[config.mk]
export PLATFORM = sky130hd
export DESIGN_NAME = uart_irq_fifo_buffer_core
export DESIGN_NICKNAME = d
export VERILOG_FILES = /design/src/design/uifb_pkg.sv /design/src/design/uart_irq_fifo_buffer_core.sv /design/src/design/uifb_ram.sv /design/src/design/uifb_ctrl.sv /design/src/design/uifb_datapath.sv
export SDC_FILE = /design/constraint.sdc
export NUM_CORES = 1
export LEC_CHECK = 0
export BUFFER_PORTS_ARGS = -buffer_cell sky130_fd_sc_hd__buf_2
export CORE_MARGIN = 2
export CORE_UTILIZATION = 55
export DETAILED_ROUTE_END_ITERATION = 8
export GPL_TIMING_DRIVEN = 1
export PLACE_DENSITY = 0.76
export SYNTH_ARGS = -nofsm -noshare
export SYNTH_HDL_FRONTEND = slang
export SYNTH_SLANG_ARGS = --single-unit
[constraint.sdc]
create_clock -name clk_i -period 3.48 [get_ports clk_i]
set_input_delay 0.696 -clock clk_i [delete_from_list [all_inputs] [get_ports clk_i]]
set_output_delay 0.696 -clock clk_i [all_outputs]
set_load 0.05 [all_outputs]
[src/design/uifb_pkg.sv]
// ----------------------------------------------------------------------------
// uifb_pkg
// Shared types and constants for the UART interrupt FIFO buffer core:
// opcodes, controller states, item and result layouts, control structs.
// ----------------------------------------------------------------------------
package uifb_pkg;

  localparam int unsigned OpW   = 3;
  localparam int unsigned ByteW = 8;
  localparam int unsigned CntW  = 32;

  // Transaction opcodes
  typedef enum logic [OpW-1:0] {
    OP_WRITE   = 3'd0,
    OP_READ    = 3'd1,
    OP_SERVICE = 3'd2,
    OP_OPEN    = 3'd3,
    OP_CLOSE   = 3'd4
  } op_e;

  // Controller states
  typedef enum logic {
    ST_IDLE = 1'b0,
    ST_EXEC = 1'b1
  } state_e;

  // Input item payload, first field in the highest bits
  typedef struct packed {
    logic [ByteW-1:0] line_rx_byte;
    logic             line_overrun;
    logic             line_tx_empty;
    logic             line_data_ready;
    logic [ByteW-1:0] data_byte;
  } item_t;

  localparam int unsigned ItemW  = $bits(item_t);
  localparam int unsigned SDataW = ((ItemW + 7) / 8) * 8;

  // Result payload, first field in the highest bits
  typedef struct packed {
    logic [CntW-1:0]  overrun_total;
    logic             tx_irq_enable;
    logic             rx_irq_enable;
    logic             rx_dropped;
    logic [ByteW-1:0] send_byte;
    logic             send_valid;
    logic [ByteW-1:0] read_byte;
  } result_t;

  localparam int unsigned ResW   = $bits(result_t);
  localparam int unsigned MDataW = ((ResW + 7) / 8) * 8;

  // Controller to datapath commands
  typedef struct packed {
    logic capture;  // latch item, launch queue reads
    logic commit;   // update state, load output register
  } ctrl_cmd_t;

  // Datapath to controller status
  typedef struct packed {
    logic out_stall;  // output register full and not being drained
  } dp_status_t;

endpackage

[src/design/uart_irq_fifo_buffer_core.sv]
// ----------------------------------------------------------------------------
// uart_irq_fifo_buffer_core
// Receive and transmit byte ring buffers between a host and a UART line,
// with interrupt enable tracking and a saturating overrun counter.
// ----------------------------------------------------------------------------
// Sequence: an accepted transaction goes to the exec state and its result is
//   registered on commit, which waits while the output register is stalled.
// Transactions: one in flight at a time; the queue stores are read at
//   the head on accept and the registered read data is used in the next cycle.
// A finished result may wait in the output register while the next
//   transaction is accepted and executed up to commit.
// Reset: asynchronous, active low; pointers, enables and counter clear,
//   store contents are left as they are.
module uart_irq_fifo_buffer_core #(
  parameter int unsigned QUEUE_DEPTH = 64
) (
  input  logic                          clk_i,
  input  logic                          rst_ni,
  // Input stream
  input  logic                          s_axis_tvalid,
  output logic                          s_axis_tready,
  // [7:0] data_byte, [8] line_data_ready, [9] line_tx_empty,
  // [10] line_overrun, [18:11] line_rx_byte, upper bits zero
  input  logic [uifb_pkg::SDataW-1:0]   s_axis_tdata,
  // [2:0] opcode
  input  logic [uifb_pkg::OpW-1:0]      s_axis_tuser,
  // Output stream
  output logic                          m_axis_tvalid,
  input  logic                          m_axis_tready,
  // [7:0] read_byte, [8] send_valid, [16:9] send_byte, [17] rx_dropped,
  // [18] rx_irq_enable, [19] tx_irq_enable, [51:20] overrun_total,
  // upper bits zero
  output logic [uifb_pkg::MDataW-1:0]   m_axis_tdata,
  // [0] status
  output logic                          m_axis_tuser
);
  import uifb_pkg::*;

  ctrl_cmd_t  cmd;
  dp_status_t sts;
  result_t    result;

  // Sequencer
  uifb_ctrl u_ctrl (
    .clk_i     (clk_i),
    .rst_ni    (rst_ni),
    .s_valid_i (s_axis_tvalid),
    .s_ready_o (s_axis_tready),
    .sts_i     (sts),
    .cmd_o     (cmd)
  );

  // Queues and result register
  uifb_datapath #(.QUEUE_DEPTH(QUEUE_DEPTH)) u_datapath (
    .clk_i      (clk_i),
    .rst_ni     (rst_ni),
    .cmd_i      (cmd),
    .sts_o      (sts),
    .opcode_i   (s_axis_tuser),
    .item_i     (item_t'(s_axis_tdata[ItemW-1:0])),
    .m_ready_i  (m_axis_tready),
    .m_valid_o  (m_axis_tvalid),
    .m_status_o (m_axis_tuser),
    .m_result_o (result)
  );

  assign m_axis_tdata = {{(MDataW - ResW){1'b0}}, result};

  // One transaction in flight: no accept right after an accept
  a_one_in_flight: assert property (@(posedge clk_i) disable iff (!rst_ni)
    (s_axis_tvalid && s_axis_tready) |=> !s_axis_tready)
    else $error("transaction accepted while previous one executing");

  // Send byte is zero unless a byte goes to the line
  a_send_byte_zero: assert property (@(posedge clk_i) disable iff (!rst_ni)
    (m_axis_tvalid && !result.send_valid) |-> (result.send_byte == '0))
    else $error("send_byte nonzero without send_valid");

  // A would-block result carries no read byte and sends nothing
  a_block_clean: assert property (@(posedge clk_i) disable iff (!rst_ni)
    (m_axis_tvalid && m_axis_tuser) |->
      (result.read_byte == '0 && !result.send_valid))
    else $error("would-block result carries data");

  // A dropped receive byte leaves the receive interrupt disabled
  a_drop_clears_ie: assert property (@(posedge clk_i) disable iff (!rst_ni)
    (m_axis_tvalid && result.rx_dropped) |-> !result.rx_irq_enable)
    else $error("rx_dropped with rx_irq_enable set");

endmodule

[src/design/uifb_ram.sv]
// ----------------------------------------------------------------------------
// uifb_ram
// Generic single write port, single read port RAM with registered read data.
// ----------------------------------------------------------------------------
module uifb_ram #(
  parameter int unsigned WIDTH = 8,
  parameter int unsigned DEPTH = 64
) (
  input  logic                     clk_i,
  input  logic                     we_i,
  input  logic [$clog2(DEPTH)-1:0] waddr_i,
  input  logic [WIDTH-1:0]         wdata_i,
  input  logic                     re_i,
  input  logic [$clog2(DEPTH)-1:0] raddr_i,
  output logic [WIDTH-1:0]         rdata_o
);

  logic [WIDTH-1:0] mem_q [DEPTH];
  logic [WIDTH-1:0] rdata_q;

  // Write port
  always_ff @(posedge clk_i) begin
    if (we_i) begin
      mem_q[waddr_i] <= wdata_i;
    end
  end

  // Registered read port
  always_ff @(posedge clk_i) begin
    if (re_i) begin
      rdata_q <= mem_q[raddr_i];
    end
  end

  assign rdata_o = rdata_q;

endmodule

[src/design/uifb_ctrl.sv]
// ----------------------------------------------------------------------------
// uifb_ctrl
// Sequencer: takes one transaction, then commits it once the output
// register can take the result.
// ----------------------------------------------------------------------------
module uifb_ctrl (
  input  logic                   clk_i,
  input  logic                   rst_ni,
  input  logic                   s_valid_i,
  output logic                   s_ready_o,
  input  uifb_pkg::dp_status_t   sts_i,
  output uifb_pkg::ctrl_cmd_t    cmd_o
);
  import uifb_pkg::*;

  state_e state_q, state_d;

  // State register
  always_ff @(posedge clk_i or negedge rst_ni) begin
    if (!rst_ni) begin
      state_q <= ST_IDLE;
    end else begin
      state_q <= state_d;
    end
  end

  // Next state and commands
  always_comb begin
    state_d       = state_q;
    s_ready_o     = 1'b0;
    cmd_o.capture = 1'b0;
    cmd_o.commit  = 1'b0;
    unique case (state_q)
      ST_IDLE: begin
        s_ready_o     = 1'b1;
        cmd_o.capture = s_valid_i;
        if (s_valid_i) begin
          state_d = ST_EXEC;
        end
      end
      ST_EXEC: begin
        if (!sts_i.out_stall) begin
          cmd_o.commit = 1'b1;
          state_d      = ST_IDLE;
        end
      end
      default: begin
        state_d = ST_IDLE;
      end
    endcase
  end

endmodule

[src/design/uifb_datapath.sv]
// ----------------------------------------------------------------------------
// uifb_datapath
// Queue pointers, interrupt enables, overrun counter, the two byte stores
// and the output register.
// ----------------------------------------------------------------------------
module uifb_datapath #(
  parameter int unsigned QUEUE_DEPTH = 64
) (
  input  logic                          clk_i,
  input  logic                          rst_ni,
  input  uifb_pkg::ctrl_cmd_t           cmd_i,
  output uifb_pkg::dp_status_t          sts_o,
  input  logic [uifb_pkg::OpW-1:0]      opcode_i,
  input  uifb_pkg::item_t               item_i,
  input  logic                          m_ready_i,
  output logic                          m_valid_o,
  output logic                          m_status_o,
  output uifb_pkg::result_t             m_result_o
);
  import uifb_pkg::*;

  localparam int unsigned AW = $clog2(QUEUE_DEPTH);
  localparam int unsigned PW = $clog2(2 * QUEUE_DEPTH);
  localparam logic [PW-1:0] PtrLast = PW'(2 * QUEUE_DEPTH - 1);
  localparam logic [PW-1:0] Depth   = PW'(QUEUE_DEPTH);

  // Storage slot of a pointer that runs modulo twice the depth
  function automatic logic [AW-1:0] slot(input logic [PW-1:0] p);
    logic [PW-1:0] r;
    r = (p >= Depth) ? (p - Depth) : p;
    return r[AW-1:0];
  endfunction

  function automatic logic [PW-1:0] ptr_inc(input logic [PW-1:0] p);
    return (p == PtrLast) ? '0 : (p + PW'(1));
  endfunction

  logic [PW-1:0]    rx_head_q, rx_head_d, rx_tail_q, rx_tail_d;
  logic [PW-1:0]    tx_head_q, tx_head_d, tx_tail_q, tx_tail_d;
  logic             rx_ie_q, rx_ie_d, tx_ie_q, tx_ie_d;
  logic [CntW-1:0]  ovr_q, ovr_d;
  logic [OpW-1:0]   opcode_q;
  item_t            item_q;
  logic             out_valid_q;
  logic             status_q, status_d;
  result_t          res_q, res_d;
  logic             rx_we, tx_we;
  logic [ByteW-1:0] rx_rdata, tx_rdata;
  logic             rx_empty, rx_full, tx_empty, tx_full;

  // Item capture
  always_ff @(posedge clk_i) begin
    if (cmd_i.capture) begin
      opcode_q <= opcode_i;
      item_q   <= item_i;
    end
  end

  // Byte stores, read at the head when the item is captured
  uifb_ram #(.WIDTH(ByteW), .DEPTH(QUEUE_DEPTH)) u_rx_ram (
    .clk_i   (clk_i),
    .we_i    (rx_we),
    .waddr_i (slot(rx_tail_q)),
    .wdata_i (item_q.line_rx_byte),
    .re_i    (cmd_i.capture),
    .raddr_i (slot(rx_head_q)),
    .rdata_o (rx_rdata)
  );

  uifb_ram #(.WIDTH(ByteW), .DEPTH(QUEUE_DEPTH)) u_tx_ram (
    .clk_i   (clk_i),
    .we_i    (tx_we),
    .waddr_i (slot(tx_tail_q)),
    .wdata_i (item_q.data_byte),
    .re_i    (cmd_i.capture),
    .raddr_i (slot(tx_head_q)),
    .rdata_o (tx_rdata)
  );

  // Queue flags: full when pointers differ but share a slot
  assign rx_empty = (rx_head_q == rx_tail_q);
  assign tx_empty = (tx_head_q == tx_tail_q);
  assign rx_full  = !rx_empty && (slot(rx_head_q) == slot(rx_tail_q));
  assign tx_full  = !tx_empty && (slot(tx_head_q) == slot(tx_tail_q));

  // Opcode execution
  always_comb begin
    rx_head_d = rx_head_q;
    rx_tail_d = rx_tail_q;
    tx_head_d = tx_head_q;
    tx_tail_d = tx_tail_q;
    rx_ie_d   = rx_ie_q;
    tx_ie_d   = tx_ie_q;
    ovr_d     = ovr_q;
    status_d  = 1'b0;
    res_d     = '0;
    rx_we     = 1'b0;
    tx_we     = 1'b0;
    case (opcode_q)
      OP_WRITE: begin
        tx_ie_d = 1'b1;
        if (tx_full) begin
          status_d = 1'b1;
        end else begin
          tx_we     = cmd_i.commit;
          tx_tail_d = ptr_inc(tx_tail_q);
        end
      end
      OP_READ: begin
        rx_ie_d = 1'b1;
        if (rx_empty) begin
          status_d = 1'b1;
        end else begin
          res_d.read_byte = rx_rdata;
          rx_head_d       = ptr_inc(rx_head_q);
        end
      end
      OP_SERVICE: begin
        if (item_q.line_data_ready) begin
          if (!rx_full) begin
            rx_we     = cmd_i.commit;
            rx_tail_d = ptr_inc(rx_tail_q);
          end else begin
            res_d.rx_dropped = 1'b1;
            rx_ie_d          = 1'b0;
          end
        end
        if (item_q.line_tx_empty) begin
          if (!tx_empty) begin
            res_d.send_valid = 1'b1;
            res_d.send_byte  = tx_rdata;
            tx_head_d        = ptr_inc(tx_head_q);
          end else begin
            tx_ie_d = 1'b0;
          end
        end
        // saturating overrun count
        if (item_q.line_overrun && (ovr_q != '1)) begin
          ovr_d = ovr_q + CntW'(1);
        end
      end
      OP_OPEN: begin
        rx_head_d = '0;
        rx_tail_d = '0;
        tx_head_d = '0;
        tx_tail_d = '0;
        rx_ie_d   = 1'b1;
      end
      OP_CLOSE: begin
        rx_ie_d = 1'b0;
        tx_ie_d = 1'b0;
      end
      default: begin
      end
    endcase
    res_d.rx_irq_enable = rx_ie_d;
    res_d.tx_irq_enable = tx_ie_d;
    res_d.overrun_total = ovr_d;
  end

  // Architectural state, updated on commit
  always_ff @(posedge clk_i or negedge rst_ni) begin
    if (!rst_ni) begin
      rx_head_q <= '0;
      rx_tail_q <= '0;
      tx_head_q <= '0;
      tx_tail_q <= '0;
      rx_ie_q   <= 1'b0;
      tx_ie_q   <= 1'b0;
      ovr_q     <= '0;
    end else if (cmd_i.commit) begin
      rx_head_q <= rx_head_d;
      rx_tail_q <= rx_tail_d;
      tx_head_q <= tx_head_d;
      tx_tail_q <= tx_tail_d;
      rx_ie_q   <= rx_ie_d;
      tx_ie_q   <= tx_ie_d;
      ovr_q     <= ovr_d;
    end
  end

  // Output register valid
  always_ff @(posedge clk_i or negedge rst_ni) begin
    if (!rst_ni) begin
      out_valid_q <= 1'b0;
    end else if (cmd_i.commit) begin
      out_valid_q <= 1'b1;
    end else if (m_ready_i) begin
      out_valid_q <= 1'b0;
    end
  end

  // Output register payload
  always_ff @(posedge clk_i) begin
    if (cmd_i.commit) begin
      status_q <= status_d;
      res_q    <= res_d;
    end
  end

  assign sts_o.out_stall = out_valid_q && !m_ready_i;
  assign m_valid_o       = out_valid_q;
  assign m_status_o      = status_q;
  assign m_result_o      = res_q;

endmodule
Yosys cells after proc, flatten, opt, wreduce, memory -nomap -nowiden
Memory sizes are Yosys's and may differ from the RTL's. A register that Yosys moved wholly into a read port is not among the register bits.
Index checks and enable logic that the tools add are counted.
Operators by class
  add/subtract/negate cells: 9
  magnitude comparators: 4
  equality and inequality tests: 19
  muxes and demuxes: 49
  bitwise logic cells: 4
  reductions and logical operators: 21
Operator list (count)
  $mux 7: 10
  $mux 32: 2
  $pmux 7 s2: 4
  $add 32x1->32 const B: 1
  $ne 32x32->1 const B: 1
  $add 7x1->7 const B: 4
  $eq 7x7->1 const B: 4
  $ge 7x7->1 const B: 4
  $mux 1: 25
  $mux 6: 4
  $sub 6x1->6 const B: 4
  $eq 7x7->1: 2
  $eq 6x6->1: 2
  $ne 2x2->1 const B: 4
  $reduce_and 4->1: 2
  $reduce_bool 2->1: 4
  $eq 3x2->1 const B: 2
  $pmux 1 s3: 2
  $reduce_and 3->1: 2
  $logic_and 1x1->1: 4
  $ne 2x1->1 const B: 2
  $not 1->1: 4
  $pmux 1 s2: 2
  $reduce_and 2->1: 2
  other kinds (6): 9
Storage, ports and cells
  bits in registers: 139
  bits in writable memories: 1024
  input port bits: 31
  output and inout port bits: 59
  logic and storage cells: 131
  memories kept: 2
Memory list
  u_datapath.u_rx_ram.mem_q: words 64, width 8, read ports 1, clocked after Yosys merged registers in 1, wr ports 1, RTL line uifb_ram.sv:18  | logic [WIDTH-1:0] mem_q [DEPTH];
  u_datapath.u_tx_ram.mem_q: words 64, width 8, read ports 1, clocked after Yosys merged registers in 1, wr ports 1, RTL line uifb_ram.sv:18

Longest topological paths before layout
  depth in word-level cells: 9
  gate-level depth with buffers: 11
  mapped depth without buffers: 7

Cells and area by module
A second synthesis with hierarchy kept.
Unflattened totals
  cell total of the unflattened synthesis: 2451
  area total of the unflattened synthesis: 47018.8 µm²
Modules (own cells, without submodules)
  uifb_ram: times used 2, cells an instance 940, area an instance 20246.9 µm², seq. area each 15615.0 µm²
  uifb_datapath: times used 1, cells an instance 561, area an instance 6433.7 µm², seq. area each 3828.7 µm²
  uifb_ctrl: times used 1, cells an instance 5, area an instance 57.6 µm², seq. area each 25.0 µm²
  uart_irq_fifo_buffer_core: times used 1, cells an instance 5, area an instance 33.8 µm², seq. area each 0.0 µm²

Worst setup path before layout
Ideal clock, no wire load.
  kind: in2reg
  start: in m_axis_tready
  end: mem u_datapath.u_rx_ram.mem_q[7][0], enable pin
  arrival: 3.488 ns
  path slack: -0.378 ns
  stages: 8
  buffers on the path: 2
  path through: nand2b_1 > nand2_2 > inv_1 > and4_1 > clkbuf_1 > or4b_1 > buf_2 > nor2_1
RTL lines
  from (decl): RTL line uart_irq_fifo_buffer_core.sv:29  | input logic m_axis_tready,
  to (decl): RTL line uifb_ram.sv:18

Worst setup path in the final report
  start: reg u_datapath.rx_tail_q[5]
  end: mem u_datapath.u_rx_ram.mem_q[22][4], enable pin
Between the ends
  word-level cells in the longest chain between the ends: 9
  elaborated cells between the ends (all ways): 12
Ends and longest elaborated chain
  from (decl): RTL line uifb_datapath.sv:38  | logic [PW-1:0] rx_head_q, rx_head_d, rx_tail_q, rx_tail_d;
  from (signal assigned): RTL line uifb_datapath.sv:173  | rx_tail_q <= rx_tail_d;
  $sub 6x1->6 or $ge 7x7->1 (tied branches): RTL line uifb_datapath.sv:30  | r = (p >= Depth) ? (p - Depth) : p;
  $mux 6: RTL line uifb_datapath.sv:30
  $eq 6x6->1: RTL line uifb_datapath.sv:83  | assign rx_full = !rx_empty && (slot(rx_head_q) == slot(rx_tail_q));
  $logic_and 1x1->1: RTL line uifb_datapath.sv:83
  $mux 1: RTL line uifb_datapath.sv:120  | if (!rx_full) begin
  $mux 1: RTL line uifb_datapath.sv:119  | if (item_q.line_data_ready) begin
  $mux 1: RTL line uifb_datapath.sv:99  | case (opcode_q)
  $mux 1: RTL line uifb_ram.sv:23  | if (we_i) begin
  $mux 1 (not written as such): RTL line uifb_ram.sv:24  | mem_q[waddr_i] <= wdata_i;
Parallel ways exist; a longest one is shown, timed or not.

==> qor.txt <==
Status - complete, no violations
CTS Hold Buffers Added - 0
Power share of the clock group - 32.7%
Area growth syn-to-layout - 12.7%
DRT Pass-1 Iters - 8
Most used cell, CP - buf_4
Setup TNS - 0 ns
Dominant cells by area after synthesis - edfxtp_1, mux4_2, dfrtp_1
Largest net degree at the start of global routing - 123
DR WL/cell - 26.4 um
Max clock buf depth - 3
Max_cap viols - 0
Top-Level Pins - 90
CTS Sinks - 1179
Critical setup path kind - reg2reg
Skew final - 0.0539 ns
Initial core utilization - 55.3%
Worst-margin pin slew - 1.38 ns
Critical Path RT - 3.81 ns
Via count of the first global-routing pass - 24292
DR vias/cell - 6.18
Startpoint Class - register
Fraction of layout instances using a drive strength above 1 - 25.4%
Worst path slowest cell - nor2_1
Pwr/cell area - 695 mW/mm^2
Diode count - 0
Nets - 2676
Dpl ws - 0.219 ns
Synth Register Bits - 1179
VDD IR max - 513 uV
Worst hold path type - in2async
Initial antenna violation count - 0
Rows - 107
Largest area contributor in the netlist - edfxtp_1
CP Cell Sequence - xor2_1 -> nor4_1 -> buf_4 -> nand3_1 -> and4_1 -> buf_4 -> nand4bb_1 -> nor2_1
Peak Freq - 0.307 GHz
Antenna-violating nets left - 0
Crit path capture type - register
PortBufs - 80
Cell variety after synth - 69
Cell Area, Synth - 0.0469 mm^2
Ys async rst share - 5.43%
Final worst path period share - 93.5%
Total CTS buffers - 114
Fill count - 5721
Combinational share of power - 21.3%
Final-report hold violation count - 0
FF+latch area - 0.0351 mm^2
Delay-heaviest family, CP - simple AND/OR/NAND/NOR gates
Sequential fraction of the synthesis area - 74.8%
Setup Viol. Count Final - 0
Compound-Gate Fraction of Synth Area - 2.64%
Clk pin slew, worst setup/hold paths - 0.06 ns
Mapped Avg Cell Area - 19.2 um^2
Pleak - 0.0170 uW
Top-area cell type share of the netlist area - 71.4%
Post-synthesis mux area share - 14.3%
Main combinational cell family by area after synthesis - multiplexers
Multi-input gate area - 0.0111 mm^2
Post-Syn Instances - 2449
Pint - 26300 uW
CTS tree - done
Number of synthesized flops with an enable pin - 1115
Sequential Power Share - 46.0%
Number of cells on the critical path - 8
Sw frac - 28.5%
Worst rel slew slack - 7.76%
XOR/XNOR Fraction of Synth Area - 1.40%
Initial DRC Count - 2557
Final WS setup - 0.225 ns
First-pass GRT wire length - 153000 um
P_sw - 10500 uW
Die ar. - 0.0877 mm^2
Die height - 296 um
Adder-cell share of the synthesized area - 0.133%
Routed wire length - 102000 um
Final-report max-slew violation count - 0
Core footprint - 0.0849 mm^2
Worst-case reg-to-reg path depth - 8
Htree depth - 3
RSZ-0062 raised after global routing - yes
Chip width - 296 um
Synth Flop Type - edfxtp_1
All-Layer GR Usage - 23.5%
Crit Path Max Fanout - 10
CTS root buf - clkbuf_16
Syn. warnings - 0
Final Wtd Congestion - 0.860
Crit path DAT - 3.58 ns
Synth Area in Simple Gates - 5.14%
CP max stage delay - 0.73 ns
DRC viols - 0
Vias - 23964
Post-DP HPWL - 61500 um
Critical path buffers and inverters - 2
Clk Latency, worst-skew pair - 0.72 ns
Final Critical Period - 3.26 ns
GRT Residual Overflow - 0
[repair_timing]
action / in CTS / in global routing
buffers inserted: 0 / 0
setup endpoints to repair: 0 / 128
hold endpoints to repair: 0 / 0
resized for setup: 0 / 3
[layout by cell type, fill, tap and decap left out, types with 6 or more instances in the layout]
master / synthesis / final
a21oi_1: 35 / 35
clkbuf_1: 51 / 20
and3_1: 21 / 21
o31ai_1: 9 / 9
nand2b_1: 9 / 9
a31oi_1: 11 / 11
o211ai_1: 17 / 17
clkinv_1: 0 / 21
inv_1: 9 / 8
clkinv_2: 0 / 36
o2111ai_1: 7 / 7
bufinv_16: 0 / 10
nand3b_1: 16 / 16
xor2_1: 21 / 21
clkbuf_16: 0 / 114
nand3_1: 37 / 37
mux2i_1: 93 / 93
buf_4: 22 / 130
nand4_1: 18 / 18
and2_1: 16 / 16
or2_2: 7 / 7
nor2_1: 176 / 174
nand4b_1: 8 / 8
a22oi_1: 18 / 18
a211oi_1: 7 / 7
mux4_2: 248 / 248
or3b_2: 6 / 6
nor3_1: 9 / 9
dfrtp_1: 64 / 57
buf_2: 51 / 79
buf_12: 0 / 9
nand2_1: 120 / 120
xnor2_1: 54 / 54
nor2b_1: 13 / 12
mux2_2: 17 / 17
edfxtp_1: 1115 / 1115
o21ai_0: 54 / 54
[power groups by stage]
stage	Sequential (uW)	Combinational (uW)	Clock, uW
2_1_floorplan	17900	4620	0
3_3_place_gp	17200	7630	0
3_5_place_dp	17200	7790	0
4_1_cts	16900	7850	12200
5_1_grt	17000	8240	12700
6_report	16900	7820	12000
[sequential cells by signal (all words and copies together) (netlist names), 3 cells and up]
| signal | count |
|---|---|
| u_datapath.rx_tail_q | 7 |
| u_datapath.item_q | 19 |
| u_datapath.u_rx_ram.rdata_o | 8 |
| u_datapath.u_rx_ram.mem_q | 512 |
| u_datapath.ovr_q | 32 |
| u_datapath.tx_tail_q | 7 |
| u_datapath.opcode_q | 3 |
| u_datapath.m_result_o | 52 |
| u_datapath.rx_head_q | 7 |
| u_datapath.u_tx_ram.mem_q | 512 |
| u_datapath.u_tx_ram.rdata_o | 8 |
| u_datapath.tx_head_q | 7 |
[cell families after synthesis]
family | after synthesis
other | 1
muxes | 358
buffers and inverters | 156
DFF | 1179
and+or+nand+nor | 488
AOI/OAI and AO/OA | 187
xor gates and xnor gates | 75
adders and majority gates | 5
[layout make-up]
cell class / instances / share of cell area, %
sequential: 1179 / 66.4
multi-input combinational: 1117 / 21.0
clock buffer: 134 / 5.53
timing repair buffer: 218 / 2.93
tap: 1144 / 2.71
clock inverter: 77 / 1.40
inverter: 10 / 0.0780
[stage by stage]
stage	power [uW]	hold slack, ns	util (%)	area, um^2	std cells
2_1_floorplan	22600	0.400	-	46900	2452
3_3_place_gp	24800	0.475	58.0	49200	3668
3_5_place_dp	25000	0.482	58.0	49200	3668
4_1_cts	36900	0.125	62.3	52900	3879
5_1_grt	37900	0.135	62.3	52900	3879
6_report	36800	0.132	62.3	52900	3879
[cells in the mapped netlist (21+ instances only)]
library cell	instances
clkbuf_1	51
o21ai_0	54
xor2_1	21
and3_1	21
xnor2_1	54
dfrtp_1	64
edfxtp_1	1115
nor2_1	176
nand2_1	120
mux4_2	248
buf_2	51
nand3_1	37
mux2i_1	93
a21oi_1	35
buf_4	22
[routing by layer]
layer | GRT usage, % | vias up | part of all wire [%]
met3 | 3.95 | 236 | 7.4
li1 | - | 10223 | -
met1 | 31.0 | 12317 | 38
met5 | 0 | - | 0
met4 | 9.63 | 0 | 4.0
met2 | 39.1 | 1188 | 51
[final timing paths]
kind	from	endpoint	slack, ns
setup / recovery	u_datapath.rx_tail_q[5]	u_datapath.u_rx_ram.mem_q[22][4]	0.22
hold / removal	rst_ni	u_datapath.tx_tail_q[6]	0.13
setup reg to reg	u_datapath.rx_tail_q[5]	u_datapath.u_rx_ram.mem_q[22][4]	0.22
hold reg to reg	u_datapath.tx_ie_q	u_datapath.tx_ie_q	0.49
max in group asynchronous	rst_ni	u_datapath.tx_head_q[1]	2.61
min in group clk_i	s_axis_tdata[11]	u_datapath.item_q[11]	0.16
(Power assumes the default switching activity.)
